==> config.mk <==
export PLATFORM = sky130hd
export DESIGN_NAME = growing_pool_id_allocator
export DESIGN_NICKNAME = d
export VERILOG_FILES = /design/src/sv/gpa_pkg.sv /design/src/sv/gpa_divider.sv /design/src/sv/growing_pool_id_allocator.sv
export SDC_FILE = /design/constraint.sdc
export NUM_CORES = 2
export LEC_CHECK = 0
export BUFFER_PORTS_ARGS = -buffer_cell sky130_fd_sc_hd__clkbuf_2
export CORE_ASPECT_RATIO = 1.4
export CORE_MARGIN = 2
export CORE_UTILIZATION = 35
export CTS_BUF_LIST = sky130_fd_sc_hd__clkbuf_4 sky130_fd_sc_hd__clkbuf_8
export DETAILED_ROUTE_END_ITERATION = 10
export PLACE_DENSITY = 0.47
export SETUP_SLACK_MARGIN = 0.3
export SKIP_CTS_REPAIR_TIMING = 1
export SLEW_MARGIN = 10
export SYNTH_ARGS = -nofsm -noshare
export SYNTH_HDL_FRONTEND = slang
export SYNTH_HIERARCHICAL = 1
export SYNTH_SLANG_ARGS = --single-unit
==> constraint.sdc <==
create_clock -name clock -period 12.7 [get_ports clock]
set_input_delay 3.175 -clock clock [delete_from_list [all_inputs] [get_ports clock]]
set_output_delay 3.175 -clock clock [all_outputs]
set_load 0.1 [all_outputs]
==> src/sv/gpa_pkg.sv <==
`timescale 1ns / 1ps
package gpa_pkg;
   localparam int WordBits = 32;

   typedef enum logic [2:0] {
      ST_OK        = 3'd0,
      ST_NONE_FREE = 3'd1,
      ST_BELOW     = 3'd2,
      ST_BEYOND    = 3'd3,
      ST_NOT_ALLOC = 3'd4
   } status_type;

   typedef enum logic [1:0] {
      CSR_FIRST_ID = 2'd0,
      CSR_EPP      = 2'd1,
      CSR_POOLS    = 2'd2,
      CSR_BYTES    = 2'd3
   } csr_idx_type;

   typedef enum logic [3:0] {
      S_IDLE, S_CLEAR, S_SCAN, S_SCAN_WAIT, S_CHECK, S_DIV, S_POOL_RD, S_POOL_WAIT,
      S_MUL, S_WRITE, S_SHRINK_RD, S_SHRINK_WAIT, S_RESP
   } state_type;

   // packed MSB first: status ends up in the lowest bits
   typedef struct packed {
      logic [3:0]  pools_live;
      logic        pool_added;
      logic [29:0] byte_offset;
      logic [2:0]  pool_number;
      logic [31:0] granted_id;
      logic [2:0]  status;
   } rsp_type;
endpackage

==> src/sv/gpa_divider.sv <==
`timescale 1ns / 1ps
// Restoring divider, one quotient bit per cycle.
module gpa_divider import gpa_pkg::*; #(
   parameter int NBits = 16
) (
   input  logic             clock,
   input  logic             reset,
   input  logic             start,
   input  logic [NBits-1:0] dividend,
   input  logic [10:0]      divisor,
   output logic             done,
   output logic [NBits-1:0] quotient,
   output logic [NBits-1:0] remainder
);
   localparam int CntW = $clog2(NBits + 1);
   logic [NBits-1:0] q_ff, q_in;
   logic [NBits:0]   r_ff, r_in;
   logic [CntW-1:0]  cnt_ff, cnt_in;
   logic             busy_ff, busy_in, done_ff, done_in;
   logic [NBits:0]   trial;

   always_comb begin
      q_in = q_ff;
      r_in = r_ff;
      cnt_in = cnt_ff;
      busy_in = busy_ff;
      done_in = 1'b0;
      trial = {r_ff[NBits-1:0], q_ff[NBits-1]};
      if (start) begin
         q_in = dividend;
         r_in = '0;
         cnt_in = CntW'(NBits);
         busy_in = 1'b1;
      end else if (busy_ff) begin
         if (trial >= (NBits+1)'(divisor)) begin
            r_in = trial - (NBits+1)'(divisor);
            q_in = {q_ff[NBits-2:0], 1'b1};
         end else begin
            r_in = trial;
            q_in = {q_ff[NBits-2:0], 1'b0};
         end
         cnt_in = cnt_ff - 1'b1;
         if (cnt_ff == CntW'(1)) begin
            busy_in = 1'b0;
            done_in = 1'b1;
         end
      end
   end

   always_ff @(posedge clock) begin
      q_ff <= q_in;
      r_ff <= r_in;
      cnt_ff <= cnt_in;
      if (reset) begin
         busy_ff <= 1'b0;
         done_ff <= 1'b0;
      end else begin
         busy_ff <= busy_in;
         done_ff <= done_in;
      end
   end

   assign done = done_ff;
   assign quotient = q_ff;
   assign remainder = r_ff[NBits-1:0];
endmodule

==> src/sv/growing_pool_id_allocator.sv <==
`timescale 1ns / 1ps
// Channel  | dir | handshake          | payload
// req      | in  | req_tvalid/tready  | tuser: req_type; tdata: release_id
// rsp      | out | rsp_tvalid/tready  | tdata: status,granted_id,pool_number,byte_offset,
//          |     |                    |        pool_added,pools_live
// csr      | in  | csr_valid/ready    | csr_index, csr_wdata
//
// One transaction at a time. Allocate scans the free bitmap one 32-bit word at a
// time (S_SCAN, S_SCAN_WAIT); release checks the id and reads its bitmap word. Both
// then run a bit-serial divide by pool size, counter update (allocate may add a pool)
// and, on free, a shrink walk of the pools from the last live one downward.
// After reset a clearing pass sets every bitmap word to all free.
// The result register holds while rsp_tready is low; no new request is taken then.
module growing_pool_id_allocator import gpa_pkg::*; #(
   parameter int MaxEntities = 1024,
   parameter int MaxPools    = 8
) (
   input  logic        clock,
   input  logic        reset,
   input  logic        req_tvalid,
   output logic        req_tready,
   input  logic [31:0] req_tdata,  // release_id
   input  logic        req_tuser,  // req_type
   output logic        rsp_tvalid,
   input  logic        rsp_tready,
   output logic [79:0] rsp_tdata,  // status[2:0], granted_id[34:3], pool_number[37:35],
                                   // byte_offset[67:38], pool_added[68], pools_live[72:69]
   input  logic        csr_valid,
   output logic        csr_ready,
   input  logic [1:0]  csr_index,
   input  logic [31:0] csr_wdata
);
   localparam int Words = (MaxEntities + WordBits - 1) / WordBits;
   localparam int WAw   = (Words > 1) ? $clog2(Words) : 1;
   localparam int IdxW  = $clog2(MaxEntities + 1) + 1;
   localparam int PW    = (MaxPools > 1) ? $clog2(MaxPools) : 1;
   localparam int PCW   = $clog2(MaxPools + 1);

   // configuration
   logic [31:0] first_id_ff;
   logic [10:0] epp_ff;
   logic [3:0]  pcnt_ff;
   logic [20:0] ebytes_ff;

   always_ff @(posedge clock) begin
      if (reset) begin
         first_id_ff <= '0;
         epp_ff <= 11'd128;
         pcnt_ff <= 4'd8;
         ebytes_ff <= 21'd64;
      end else if (csr_valid) begin
         unique case (csr_idx_type'(csr_index))
            CSR_FIRST_ID: first_id_ff <= csr_wdata;
            CSR_EPP:      epp_ff <= csr_wdata[10:0];
            CSR_POOLS:    pcnt_ff <= csr_wdata[3:0];
            CSR_BYTES:    ebytes_ff <= csr_wdata[20:0];
            default: ;
         endcase
      end
   end
   assign csr_ready = 1'b1;

   // effective values; total and threshold are registered while idle and held during a transaction
   logic [10:0]    epp_eff;
   logic [PCW-1:0] pools_eff;
   logic [IdxW-1:0] total_ff;
   logic [10:0]    thr_ff;
   logic [16:0]    tot_prod;
   logic [13:0]    thr_prod;
   assign epp_eff = (epp_ff == '0) ? 11'd1 : epp_ff;
   assign pools_eff = (pcnt_ff == '0) ? PCW'(1) :
                      ({28'd0, pcnt_ff} > MaxPools) ? PCW'(MaxPools) : PCW'(pcnt_ff);
   assign tot_prod = 17'(epp_eff) * 17'(pools_eff);
   // x*4/5 via multiply by reciprocal: floor(x*4*13108 >> 16) exact for x < 2048
   assign thr_prod = 14'({epp_eff, 2'b00});

   // bitmap memory, one word per entry
   logic [WordBits-1:0] bmap [Words];
   logic [WAw-1:0]      bm_raddr, bm_waddr;
   logic                bm_we;
   logic [WordBits-1:0] bm_wdata, bm_rdata_ff;
   always_ff @(posedge clock) begin
      if (bm_we) bmap[bm_waddr] <= bm_wdata;
      bm_rdata_ff <= bmap[bm_raddr];
   end

   // pool counter memory
   logic [10:0]  pmem [MaxPools];
   logic [PW-1:0] pm_raddr, pm_waddr;
   logic          pm_we;
   logic [10:0]   pm_wdata, pm_rdata_ff;
   always_ff @(posedge clock) begin
      if (pm_we) pmem[pm_waddr] <= pm_wdata;
      pm_rdata_ff <= pmem[pm_raddr];
   end
   // counter memory reset value comes from a valid bit per pool
   logic [MaxPools-1:0] pvalid_ff;
   logic                pvalid_rd_ff;
   logic [10:0]         pool_val;
   assign pool_val = pvalid_rd_ff ? pm_rdata_ff : 11'd0;

   // control registers
   state_type      state_ff, state_in;
   logic [WAw:0]   waddr_ff;
   logic           op_ff;
   logic [31:0]    id_ff;
   logic [IdxW-1:0] idx_ff;
   logic [WordBits-1:0] word_ff;
   logic [PW-1:0]  pool_ff;
   logic [10:0]    rem_ff;
   logic [4:0]     pcr_ff;
   logic           added_ff;
   logic [2:0]     status_ff;
   logic           rsp_valid_ff;
   logic [10:0]    last_used_ff;
   logic [16:0]    thr_mul;
   rsp_type        rsp_ff;

   assign thr_mul = 17'(thr_prod);

   // divider
   logic             div_start, div_done;
   logic [IdxW-1:0]  div_q, div_r;
   logic [IdxW-1:0]  div_dividend;
   gpa_divider #(.NBits(IdxW)) u_div (
      .clock(clock), .reset(reset), .start(div_start),
      .dividend(div_dividend), .divisor(epp_eff),
      .done(div_done), .quotient(div_q), .remainder(div_r)
   );

   // lowest set bit of fetched word
   logic [4:0] low_bit;
   logic       word_any;
   always_comb begin
      low_bit = '0;
      for (int b = WordBits - 1; b >= 0; b--) begin
         if (bm_rdata_ff[b]) low_bit = 5'(b);
      end
   end
   assign word_any = (bm_rdata_ff != '0);

   logic [IdxW-1:0] cand_idx;
   assign cand_idx = IdxW'({waddr_ff[WAw-1:0], low_bit});
   // allocate starts the divide in the same cycle the candidate is found
   assign div_dividend = (state_ff == S_SCAN_WAIT) ? cand_idx : idx_ff;
   logic [32:0] id_diff;
   assign id_diff = {1'b0, id_ff} - {1'b0, first_id_ff};
   logic [50:0] off_prod;
   logic [29:0] off_ff;
   assign off_prod = 51'(rem_ff) * 51'(ebytes_ff);
   logic shrink_go;
   logic [PW-1:0] pool_sel;
   assign pool_sel = (div_q >= IdxW'(MaxPools)) ? PW'(MaxPools - 1) : PW'(div_q);

   always_ff @(posedge clock) begin
      if (state_ff == S_IDLE)
         total_ff <= (tot_prod > 17'(MaxEntities)) ? IdxW'(MaxEntities) : IdxW'(tot_prod);
      if (state_ff == S_IDLE)
         thr_ff <= 11'((32'(thr_mul) * 32'd13108) >> 16);
   end

   // shrink walk: stage 0 holds the last pool's count, stage 1 sees the one before it
   logic shr_stage_ff;

   always_comb begin
      state_in = state_ff;
      unique case (state_ff)
         S_CLEAR:  if (waddr_ff == (WAw+1)'(Words - 1)) state_in = S_IDLE;
         S_IDLE:   if (req_tvalid && !rsp_valid_ff) state_in = req_tuser ? S_CHECK : S_SCAN;
         S_SCAN:   state_in = S_SCAN_WAIT;
         S_SCAN_WAIT: begin
            if (word_any && cand_idx < total_ff) state_in = S_DIV;
            else if (word_any || (((WAw+1)'(1) + waddr_ff) * WordBits >= total_ff))
               state_in = S_RESP;
            else state_in = S_SCAN;
         end
         S_CHECK: begin
            if (id_diff[32] || id_diff[31:0] >= 32'(total_ff)) state_in = S_RESP;
            else state_in = S_POOL_RD;
         end
         S_POOL_RD:   state_in = S_POOL_WAIT;
         S_POOL_WAIT: begin
            if (bm_rdata_ff[idx_ff[4:0]]) state_in = S_RESP;
            else state_in = S_DIV;
         end
         S_DIV:    if (div_done) state_in = S_MUL;
         S_MUL:    state_in = S_WRITE;
         S_WRITE:  state_in = op_ff ? S_SHRINK_RD : S_RESP;
         S_SHRINK_RD:   state_in = shrink_go ? S_SHRINK_WAIT : S_RESP;
         S_SHRINK_WAIT: begin
            if (shr_stage_ff)
               state_in = (last_used_ff != '0 || pool_val > thr_ff) ? S_RESP : S_SHRINK_RD;
         end
         S_RESP:   state_in = S_IDLE;
         default:  state_in = S_IDLE;
      endcase
   end

   // pool counter read address
   logic [PW-1:0] shr_rd;
   assign shrink_go = (pcr_ff > 5'd1) && (pcr_ff <= 5'(MaxPools)) && (pcr_ff[0] | 1'b1);
   assign shr_rd = PW'(pcr_ff - 5'd2);

   // outputs and datapath (combinational block for the sequencer's memory and divider controls)
   always_comb begin
      bm_raddr = waddr_ff[WAw-1:0];
      bm_we = 1'b0;
      bm_waddr = idx_ff[WAw+4:5];
      bm_wdata = word_ff;
      pm_raddr = pool_ff;
      pm_we = 1'b0;
      pm_waddr = pool_ff;
      pm_wdata = '0;
      div_start = 1'b0;
      unique case (state_ff)
         S_CLEAR: begin
            bm_we = 1'b1;
            bm_waddr = waddr_ff[WAw-1:0];
            bm_wdata = '1;
         end
         S_POOL_RD: bm_raddr = idx_ff[WAw+4:5];
         S_DIV: if (div_done) pm_raddr = pool_sel;
         S_MUL: begin
            bm_we = 1'b1;
            bm_wdata = word_ff;
            bm_wdata[idx_ff[4:0]] = op_ff;
            pm_we = 1'b1;
            pm_wdata = op_ff ? ((pool_val != '0) ? pool_val - 1'b1 : pool_val)
                             : pool_val + 1'b1;
         end
         S_SHRINK_RD: pm_raddr = PW'(pcr_ff - 5'd1);
         S_SHRINK_WAIT: pm_raddr = shr_rd;
         default: ;
      endcase
      if ((state_ff == S_SCAN_WAIT && state_in == S_DIV) ||
          (state_ff == S_POOL_WAIT && state_in == S_DIV))
         div_start = 1'b1;
   end

   always_ff @(posedge clock) begin
      if (reset) begin
         state_ff <= S_CLEAR;
         waddr_ff <= '0;
         rsp_valid_ff <= 1'b0;
         pvalid_ff <= '0;
         pcr_ff <= 5'd1;
         shr_stage_ff <= 1'b0;
      end else begin
         state_ff <= state_in;
         pvalid_rd_ff <= pvalid_ff[pm_raddr];
         if (pm_we) pvalid_ff[pm_waddr] <= 1'b1;
         if (rsp_valid_ff && rsp_tready) rsp_valid_ff <= 1'b0;
         unique case (state_ff)
            S_CLEAR: waddr_ff <= waddr_ff + 1'b1;
            S_IDLE: begin
               waddr_ff <= '0;
               op_ff <= req_tuser;
               id_ff <= req_tdata;
               added_ff <= 1'b0;
               status_ff <= ST_OK;
            end
            S_SCAN_WAIT: begin
               word_ff <= bm_rdata_ff;
               idx_ff <= cand_idx;
               if (!(word_any && cand_idx < total_ff)) begin
                  waddr_ff <= waddr_ff + 1'b1;
                  if (state_in == S_RESP) status_ff <= ST_NONE_FREE;
               end
            end
            S_CHECK: begin
               idx_ff <= IdxW'(id_diff[31:0]);
               if (id_diff[32]) status_ff <= ST_BELOW;
               else if (id_diff[31:0] >= 32'(total_ff)) status_ff <= ST_BEYOND;
            end
            S_POOL_WAIT: begin
               word_ff <= bm_rdata_ff;
               if (!bm_rdata_ff[idx_ff[4:0]]) status_ff <= ST_OK;
               if (bm_rdata_ff[idx_ff[4:0]]) status_ff <= ST_NOT_ALLOC;
            end
            S_DIV: if (div_done) begin
               pool_ff <= pool_sel;
               rem_ff <= 11'(div_r);
            end
            S_MUL: begin
               off_ff <= off_prod[29:0];
               if (!op_ff && ({1'b0, pcr_ff} < 6'(pools_eff)) &&
                   (5'(pool_ff) + 5'd1 >= pcr_ff) && (pool_val > thr_ff)) begin
                  pcr_ff <= pcr_ff + 1'b1;
                  added_ff <= 1'b1;
               end
            end
            S_SHRINK_WAIT: begin
               if (!shr_stage_ff) begin
                  last_used_ff <= pool_val;
                  shr_stage_ff <= 1'b1;
               end else begin
                  shr_stage_ff <= 1'b0;
                  if (state_in == S_SHRINK_RD) pcr_ff <= pcr_ff - 1'b1;
               end
            end
            S_SHRINK_RD: begin
               shr_stage_ff <= 1'b0;
            end
            S_RESP: begin
               rsp_valid_ff <= 1'b1;
               rsp_ff.status <= status_ff;
               rsp_ff.granted_id <= (status_ff == ST_OK && !op_ff) ?
                                    32'(idx_ff) + first_id_ff : '0;
               rsp_ff.pool_number <= (status_ff == ST_OK) ? 3'(pool_ff) : '0;
               rsp_ff.byte_offset <= (status_ff == ST_OK) ? off_ff : '0;
               rsp_ff.pool_added <= added_ff;
               rsp_ff.pools_live <= 4'(pcr_ff);
            end
            default: ;
         endcase
      end
   end

   assign req_tready = (state_ff == S_IDLE) && !rsp_valid_ff;
   assign rsp_tvalid = rsp_valid_ff;
   assign rsp_tdata  = {7'd0, rsp_ff};
endmodule

==> run_results.csv <==
group,metric,value,unit
sta,hold_viol,0,
finish,stdcell_count,8464,
worst_hold_path,hp-class,"flip-flop to flip-flop",
finish,seqCellArea,0.04383,mm²
sta,max_freq,151.4,MHz
logic_synthesis,synth-xor-area-share,0.01339,
critical_path,critPathRequiredTime,13410,ps
finish,nFillCells,19525,
routing,dr.pass1.iters,5,
routing,wl,211.7,mm
routing,drt_iter0_drc,3045,
grt,grt_use_total,0.1977,
clocking,clk_pin_slew,70,ps
clocking,cts_tree,"done",
finish,layout.nets,6112,
critical_path,crit_path_end,"off_ff[29]",
routing,drt_drc_violations_left,0,
critical_path,cp_max_fo,21,
logic_synthesis,ys_seq_area_frac,0.5984,
critical_path,endpoint_kind,"flip-flop",
sta,fin_crit,6605,ps
critical_path,regToRegStartpoint,"rem_ff[2]",
power,p_per_area,130.6,mW/mm²
floorplan,rows,198,
critical_path,arrival,7310,ps
grt,grt_overflow_total,0,
critical_path,crit_path_start,"rem_ff[2]",
grt,grt_pass1_wl,310.9,mm
logic_synthesis,synth-async-reset-ratio,0,
placement,place.port_buffers,146,
power,peakVddDrop,0.08413,mV
logic_synthesis,yosysTopAreaCellShare,0.5563,
floorplan,die-area,0.2130,mm²
logic_synthesis,ys_warn_count,6,
clocking,clockBufferDepth,4,
logic_synthesis,synthSimpleGateAreaFrac,0.1049,
sta,clock_skew,84.43,ps
critical_path,r2r_setup_slack,6090,ps
clocking,htree_levels,4,
run_status,status,"finished, final reports clean",
finish,stdcell_area,0.08247,mm²
logic_synthesis,ys_ff_latch,1511,
logic_synthesis,synth_top_family_by_area,"simple AND/OR/NAND/NOR gates",
routing,num_vias,44373,
placement,hpwlAfterDp,127.3,mm
floorplan,start_util,0.3524,
power,fin_total_pwr,10770,µW
routing,route.antenna.remaining_nets,0,
logic_synthesis,synth_area,0.07325,mm²
logic_synthesis,synth_top_area_cell,"edfxtp_1",
sta,whs,460.9,ps
placement,placed_area,0.07740,mm²
floorplan,num_io_pins,155,
logic_synthesis,avgSynthCellArea,13.70,µm²
finish,multi_input_area,0.02751,mm²
clocking,cts.sinks,1511,
logic_synthesis,yosysUniqueCellTypes,93,
sta,drv_slew,0,
sta,tightest_slew,1232,ps
logic_synthesis,synth.most_common_cell,"edfxtp_1",
placement,dp.cells,8015,
logic_synthesis,synthFlopType,"edfxtp_1",
logic_synthesis,synth_cells,5348,
logic_synthesis,ys_top_cells_by_count,"edfxtp_1, nand2_1, inv_1, mux4_2, nor2_1",
logic_synthesis,ys_top_cells_by_area,"edfxtp_1, mux4_2, fa_1, ha_1, dfxtp_1",
placement,place.gp.congestion,0.8735,
logic_synthesis,yosys.area_share.adder,0.1045,
routing,detail_route.wl_per_cell,25.01,µm
logic_synthesis,synth-edff-count,1357,
clocking,cts_buffers,244,
floorplan,die_h,545.3,µm
logic_synthesis,synth_compound_area_frac,0.04946,
clocking,cts-root-buf,"clkbuf_8",
critical_path,crit_type,"flip-flop to flip-flop",
floorplan,core,0.2079,mm²
sta,slew_headroom,0.1763,
floorplan,dieWidth,390.7,µm
finish,drive_above_1_share,0.1780,
sta,fin_setup_tns,0,ps
logic_synthesis,synthMuxAreaShare,0.09614,
critical_path,r2r-end,"off_ff[29]",
sta,period_share,0.5201,
sta,rsz0062_at_grt,"no",
grt,grt_pass1_vias,46533,
clocking,clock_latency,1010,ps
worst_hold_path,hold_depth,2,
critical_path,rr_worst_depth,21,
grt,antenna_found_initial,6,
critical_path,startpoint_type,"flip-flop",
sta,finalSetupViolCount,0,
routing,detail_route.vias_per_cell,5.243,
finish,area_delta_synth_final,12.59,%
grt,grt_max_degree,129,
power,p_leak,0.02933,µW
run,drv_cap,0,
## per-stage QoR
stage | util | setup WS (ps)
detailed placement | 0.3724 | 6079
finish | 0.3968 | 6095
floorplan | - | 5401
global placement | 0.3724 | 6084
CTS | 0.3966 | 6114
global route | 0.3968 | 5680
## cells by family (layout without fill, tap and decap cells)
logic type	after synthesis	after routing
AND/OR/NAND/NOR	1684	1684
flip-flops	1511	1511
buffers and inverters	625	1030
AO/OA/AOI/OAI	567	567
adder cells (fa/ha/maj)	479	479
multiplexers	368	368
XOR/XNOR	112	112
other	2	13
## area by class of cell
type                       instances  area share
inverter                         361     0.01643
timing repair buffer             224     0.01645
antenna                            4   0.0001214
multi-input combinational       3219      0.3335
tap                             2700     0.04096
clock inverter                    95    0.009573
clock buffer                     350     0.05150
sequential                      1511      0.5315
## layout by cell type (no fill, tap or decap), types with 28 or more instances in the layout
cell         n
clkbuf_4    91
nand4_1     30
buf_4       76
o21a_1      34
and2_1     153
clkinv_1    45
nor2_1     226
clkbuf_2   145
mux4_2     264
xnor2_1     86
mux2i_1     57
o21ai_1     38
nor3_1      51
nand2_1    764
fa_1       221
edfxtp_1  1357
clkbuf_8   259
nand3_1    235
a21o_1      31
o21ai_0    118
nor2_4      35
dfxtp_1    154
a21oi_1    162
ha_1       258
inv_1      359
mux2_2      38
nor2b_1     28
a211oi_1    33
## flip-flops by register name, summed over array words and instances (netlist names), 21 cells and up
name / flops
bm_rdata_ff: 32
bmap: 1024
ebytes_ff: 21
first_id_ff: 32
id_ff: 32
off_ff: 30
pmem: 88
rsp_tdata: 73
word_ff: 32
## worst min path at each step
stage                         start         endpoint  slack (ps)
finish              first_id_ff[15]  first_id_ff[15]         460
global route        first_id_ff[18]  first_id_ff[18]         470
CTS                 first_id_ff[15]  first_id_ff[15]         460
detailed placement  first_id_ff[18]  first_id_ff[18]         450
global placement    first_id_ff[15]  first_id_ff[15]         450
floorplan                  added_ff    rsp_tdata[68]         400
## routing by layer
metal / part of all wire / track usage / wire, µm / up-vias
li1: - / - / - / 19913
met5: 0 / 0 / 0 / -
met2: 0.52 / 0.3538 / 109200 / 1062
met1: 0.41 / 0.2453 / 86640 / 23052
met4: 0.028 / 0.05772 / 5876 / 0
met3: 0.047 / 0.02968 / 10000 / 346
## power breakdown
part           switching, µW  internal [µW]  total [µW]
logic                    535            366         901
clock network           2020           2410        4430
registers               47.2           5400        5440
total                   2600           8170       10800
## worst max-delay path, stage by stage, from the launching register on
cell      delay [ps]
edfxtp_1         910
nand2_1          190
fa_1             570
inv_1             50
fa_1             500
inv_1             50
fa_1             530
inv_1             50
fa_1             480
inv_1             50
fa_1             470
inv_1             40
ha_1             350
a21oi_1          210
nor2b_1           70
a31oi_1          280
a311o_1          390
a31oi_1          230
a211oi_1         500
o31ai_1          160
a21oi_1          200
xnor2_1           80
(Power assumes the default switching activity.)
